**src/rtl/mi4inv_ram.sv**
```systemverilog
// Generic single write port RAM with registered read.
module mi4inv_ram #(
	parameter int WIDTH = 32,
	parameter int DEPTH = 16
) (
	input  logic                     clk,
	input  logic                     we,
	input  logic [$clog2(DEPTH)-1:0] waddr,
	input  logic [WIDTH-1:0]         wdata,
	input  logic [$clog2(DEPTH)-1:0] raddr,
	output logic [WIDTH-1:0]         rdata
);
	logic [WIDTH-1:0] mem_q [DEPTH];

	always_ff @(posedge clk) begin
		if (we) begin
			mem_q[waddr] <= wdata;
		end
		rdata <= mem_q[raddr];
	end
endmodule

```
**config.mk**
```make
export PLATFORM = sky130hd
export DESIGN_NAME = mi4inv_ram
export DESIGN_NICKNAME = d
export VERILOG_FILES = /design/src/rtl/mi4inv_ram.sv
export SDC_FILE = /design/constraint.sdc
export NUM_CORES = 1
export LEC_CHECK = 0
export ABC_CLOCK_PERIOD_IN_PS = 9780
export BUFFER_PORTS_ARGS = -buffer_cell sky130_fd_sc_hd__buf_2
export CORE_MARGIN = 3
export CORE_UTILIZATION = 30
export DETAILED_ROUTE_END_ITERATION = 12
export GPL_ROUTABILITY_DRIVEN = 0
export PLACE_DENSITY = 0.44
export SYNTH_ARGS = -nofsm -noshare
export SYNTH_HDL_FRONTEND = slang
export SYNTH_SLANG_ARGS = --single-unit
```
**constraint.sdc**
```tcl
create_clock -name clk -period 9.78 [get_ports clk]
set_input_delay 0.978 -clock clk [delete_from_list [all_inputs] [get_ports clk]]
set_output_delay 0.978 -clock clk [all_outputs]
set_load 0.03 [all_outputs]
```
==> results of run 1 <==
==> cell usage in the layout, fill, tap and decap left out, drive strengths merged <==
cell / instances
a22oi: 64
and2: 1
buf: 95
bufinv: 5
clkbuf: 81
clkinv: 22
dfxtp: 32
diode: 3
edfxtp: 512
inv: 1
mux4: 128
nand2: 33
nand2b: 2
nand3: 1
nand3b: 2
nor2: 13
nor2b: 2
nor3: 4
or3b: 1
==> where the power goes <==
group / switching, mW / internal, mW
logic: 0.163 / 0.0917
registers: 0.0167 / 2.61
clock network: 0.874 / 1.29
==> cell type report <==
class,count,area share (%)
tap,855,4.60
clock buffer,81,7.00
sequential,544,68.8
timing repair buffer,95,2.35
antenna,3,0.0322
clock inverter,28,1.12
multi-input combinational,251,16.1
==> kinds of logic after synthesis <==
group	Yosys count	synth area share, %
AND/OR/NAND/NOR	59	1.27
AO/OA/AOI/OAI	64	2.42
multiplexers	128	14.5
flip-flops	544	80.7
buffers and inverters	43	1.12
==> layer usage <==
layer / share of wire [%] / wire, um / up-vias / global-route usage [%]
met5: 0.027 / 13 / - / 0
met4: 1.8 / 829 / 2 / 3.32
met3: 4.9 / 2330 / 64 / 2.79
met2: 45 / 21500 / 210 / 20.5
met1: 48 / 22600 / 4896 / 20.5
li1: - / - / 3801 / -
==> path summary, 6_finish.rpt <==
check / slack [ns] / endpoint / depth (start not counted) / startpoint
hold / removal: 0.67 / rdata[11]$_DFF_P_ / 3 / mem_q[6][11]$_DFFE_PP_
hold reg to reg: 0.67 / rdata[11]$_DFF_P_ / 3 / mem_q[6][11]$_DFFE_PP_
setup / recovery: 6.73 / rdata[21]$_DFF_P_ / 5 / raddr[0]
setup reg to reg: 8.37 / rdata[18]$_DFF_P_ / 3 / mem_q[2][18]$_DFFE_PP_
==> flip-flops by register name, summed over array words and instances (netlist names) <==
signal  flops
mem_q     512
rdata      32
==> worst register-to-register path, stage by stage, from the launching register on <==
cell	delay, ns
edfxtp_1	0.37
mux4_2	0.48
a22oi_1	0.22
nand2_1	0.17
==> metrics by stage <==
| stage | power [mW] | hold slack (ns) | util [%] | instance area, um^2 | worst slack, ns |
|---|---|---|---|---|---|
| CTS | 5.12 | 0.674 | 35.8 | 23300 | 6.61 |
| global route | 5.24 | 0.696 | 35.8 | 23300 | 6.41 |
| finish | 5.04 | 0.665 | 35.9 | 23300 | 6.73 |
| detailed placement | 2.94 | 0.663 | 32.9 | 21400 | 5.95 |
| global placement | 2.93 | 0.657 | 32.9 | 21400 | 5.93 |
| floorplan | 2.82 | 0.635 | - | 19900 | 5.62 |
==> flow_summary.ini, run 1 <==
[synthesis]
yosysWarnings = 0
ys.flop_type = edfxtp_1
syn_inst = 838
yosysMostFrequentCell = edfxtp_1
synth_seq_cells = 544
synth_nets = 880
synthTopCellsByArea = edfxtp_1 77%, mux4_2 15%, dfxtp_1 3.2%
ys_types = 18
async_flop_share_pct = 0
syn_avg_cell_area_um2 = 23.7
synth_edf_count = 512
synth_area_leader_cell = edfxtp_1
synth_common_cells = 512 x edfxtp_1, 128 x mux4_2, 64 x a22oi_1, 33 x nand2_1, 32 x dfxtp_1
seq_area_frac_synth_pct = 80.7
syn-cell-area_um2 = 19900
synth_top_area_share_pct = 77.4

[cells_and_area]
multi_input_area_um2 = 3750
drive_above_1_share_pct = 32.8
seq_area_um2 = 16000
nNetsFinal = 992
fin_cells = 1857
area.growth.synth_to_final_pct = 17.2
fillCellCount = 6024

[timing]
report.final.slew_viol_count = 0
fin_setup_tns_ns = 0
max-slew-margin-rel_pct = 26.7
rsz0062_at_grt = no
max_clock_freq_mhz = 328
final_hold_viol_count = 0
finClkSkew_ns = 0.0261
fin_crit_sh_pct = 31.2
fin_crit_ns = 3.05
worst_pin_slew_ns = 1.10
setup_viol = 0

[setup_path]
crit_type = in -> reg
crit_buf_inv = 2
path_max_fanout = 82
max_stage_delay_ns = 0.89
slowest_stage = buf_4
worstPathArrival_ns = 3.53
worstSetupStartpointType = input pin
crit_family = buffers and inverters
crit_required_ns = 10.26
crit_chain = buf_8, buf_4, mux4_2, a22oi_1, nand2_1
endpoint_kind = flop

[global_routing]
grt_pass1_wl_mm = 69.1
grt-ovfl-total = 0
grt_antenna_before_repair = 4
grt_start_max_net_pins = 83
grt_pass1_vias = 9659
grt_usage_pct = 13.7

[routing]
num_vias = 8973
routedWlPerCell_um = 25.5
viasPerCell = 4.83
drc = 0
ant_nets = 0
dr.pass1.iters = 4
drt_iter0_markers = 811
wl_mm = 47.3

[clocking]
post_cts_buffers = 0
cts_buffers = 58
clk_pin_slew_ns = 0.06
cts_resized = 0
clk_path_buf_depth = 3
clock_latency_ns = 0.61
cts.sinks = 544
htreeDepth = 2
hold_buffers = 0
cts_tree = yes
root_buffer = clkbuf_16

[floorplanning]
coreArea_um2 = 64900
die_w_um = 263
pin_count = 74
fp.dieArea_um2 = 69300
rows = 93
die_h_um = 263
initial_core_util_pct = 30.6

[power_and_ir_drop]
vdd_drop_max_uv = 125
power.leakage_nw = 7.38
p_per_area_nw_per_um2 = 216

[min_path]
hold_class = reg -> reg

[place]
dpl.cell_count = 1745
numPortBuffers = 73
place_hpwl_mm = 22.1

[flow_run]
cap_violations = 0

[status]
status = finished, final reports clean
Note: power is estimated with default switching activity, not from simulation.
==> inputs of run 2 (changes only) <==
--- a/config.mk
+++ b/config.mk
@@ -5,7 +5,7 @@
 export SDC_FILE = /design/constraint.sdc
 export NUM_CORES = 1
 export LEC_CHECK = 0
-export ABC_CLOCK_PERIOD_IN_PS = 9780
+export ABC_CLOCK_PERIOD_IN_PS = 3100
 export BUFFER_PORTS_ARGS = -buffer_cell sky130_fd_sc_hd__buf_2
 export CORE_MARGIN = 3
 export CORE_UTILIZATION = 30
==> constraint.sdc (replaced) <==
create_clock -name clk -period 3.1 [get_ports clk]
set_input_delay 0.31 -clock clk [delete_from_list [all_inputs] [get_ports clk]]
set_output_delay 0.31 -clock clk [all_outputs]
set_load 0.03 [all_outputs]
==> flow_summary.ini, run 2 (same netlist as run 1, synthesis figures left out) <==
[status]
status = finished, final reports clean

[cells_and_area]
post-route-util_pct = 36.4
top_register = mem_q
final_cell_area_um2 = 23600
drive_above_1_share_pct = 33.7
nNetsFinal = 1006
layout_common_cells = 512 x edfxtp_1, 128 x mux4_2, 71 x buf_2
fillCellCount = 5972
top_regs = mem_q x512, rdata x32
final_common_cell = edfxtp_1
area.growth.synth_to_final_pct = 18.9
largest_register_ff_count = 512

[power_and_ir_drop]
p_switching_mw = 3.37
vdd_drop_max_uv = 421
switching_share_pct = 20.9
combPwrFrac_pct = 5.2
power.leakage_nw = 7.51
p_per_area_nw_per_um2 = 683
seqPwrFrac_pct = 51.3
cellInternalPower_mw = 12.7
p_clk_share_pct = 43.4

[routing]
drt_iter0_markers = 765
viasPerCell = 4.82
ant_nets = 0
drc = 0
wl_mm = 47.4
num_vias = 9001
dr.pass1.iters = 5
routedWlPerCell_um = 25.4

[setup_path]
path_max_fanout = 25
startpoint = waddr[2]
r2r-start = mem_q[11][11]$_DFFE_PP_
crit_type = in -> reg
endpoint_kind = flop
reg2reg_slack_ns = 1.69
r2r-end = rdata[11]$_DFF_P_
worstSetupStartpointType = input pin
worstPathArrival_ns = 1.78
endpoint = mem_q[0][25]$_DFFE_PP_
r2r_cells = 3
crit_required_ns = 3.34

[floorplanning]
coreArea_um2 = 64900
fp.dieArea_um2 = 69300
die_w_um = 263
rows = 93
pin_count = 74
initial_core_util_pct = 30.6
die_h_um = 263

[timing]
final_hold_viol_count = 0
finClkSkew_ns = 0.0135
max_clock_freq_mhz = 649
worst_pin_slew_ns = 1.02
setup_viol = 0
whs_ns = 0.0805
fin_crit_ns = 1.54
fin_setup_tns_ns = 0
max-slew-margin-rel_pct = 31.9
rsz0062_at_grt = no
fin_crit_sh_pct = 49.7
report.final.slew_viol_count = 0
layout_setup_ws_ns = 1.56

[clocking]
clock_latency_ns = 0.61
htreeDepth = 2
cts_tree = yes
hold_buffers = 0
cts_resized = 0
clk_pin_slew_ns = 0.06
cts_buffers = 57
cts.sinks = 544
root_buffer = clkbuf_16
post_cts_buffers = 0
clk_path_buf_depth = 3

[min_path]
hold_class = in -> reg

[global_routing]
grt_pass1_vias = 9730
grt_pass1_wl_mm = 69.7
grt-ovfl-total = 0
grt_antenna_before_repair = 2
grt_start_max_net_pins = 47
grt_usage_pct = 13.7

[place]
dp_slack_ns = 0.925
placed_area_um2 = 21700
place_hpwl_mm = 26.1
numPortBuffers = 73

[flow_run]
cap_violations = 0
[run 2: worst min-delay path by stage]
stage | to | cells after the start | slack (ns) | start
after global routing | mem_q[6][28]$_DFFE_PP_ | 1 | 0.06 | wdata[28]
after floorplan | mem_q[0][0]$_DFFE_PP_ | 0 | 0.41 | wdata[0]
after detailed placement | rdata[24]$_DFF_P_ | 3 | 0.66 | mem_q[14][24]$_DFFE_PP_
final | mem_q[6][12]$_DFFE_PP_ | 1 | 0.08 | wdata[12]
after CTS | mem_q[11][31]$_DFFE_PP_ | 1 | 0.04 | wdata[31]
after global placement | rdata[22]$_DFF_P_ | 3 | 0.65 | mem_q[14][22]$_DFFE_PP_
[run 2: final cells by class]
cell class,instances,area [um^2],share of cell area [%]
sequential,544,16000,67.9
multi-input combinational,251,3770,16.0
clock buffer,70,1520,6.43
tap,855,1070,4.53
timing repair buffer,110,822,3.48
clock inverter,37,402,1.70
antenna,1,2.50,0.0106
[run 2: worst max-delay path, cell delays in order]
cell and delay [ns]:
buf_2 0.11, or3b_2 0.61, nor3_4 0.19, buf_4 0.53
[run 2: per-layer routing]
metal	part of all wire, %	vias up	global-route usage [%]
met5	0	-	0
met4	2.1	0	3.32
met3	3.9	74	2.67
met2	50	182	23.1
met1	44	4904	18.3
li1	-	3841	-
[run 2: power groups by stage]
stage / sequential (mW) / clock, mW / combinational [mW]
finish: 8.27 / 7.00 / 0.845
global route: 8.28 / 7.50 / 0.916
CTS: 8.28 / 7.21 / 0.876
detailed placement: 8.43 / 0 / 0.875
global placement: 8.43 / 0 / 0.868
floorplan: 8.51 / 0 / 0.395
[run 2: per-stage QoR]
stage	instances	total power, mW
2_1_floorplan	838	8.91
3_3_place_gp	1760	9.30
3_5_place_dp	1760	9.31
4_1_cts	1867	16.4
5_1_grt	1867	16.7
6_report	1868	16.1
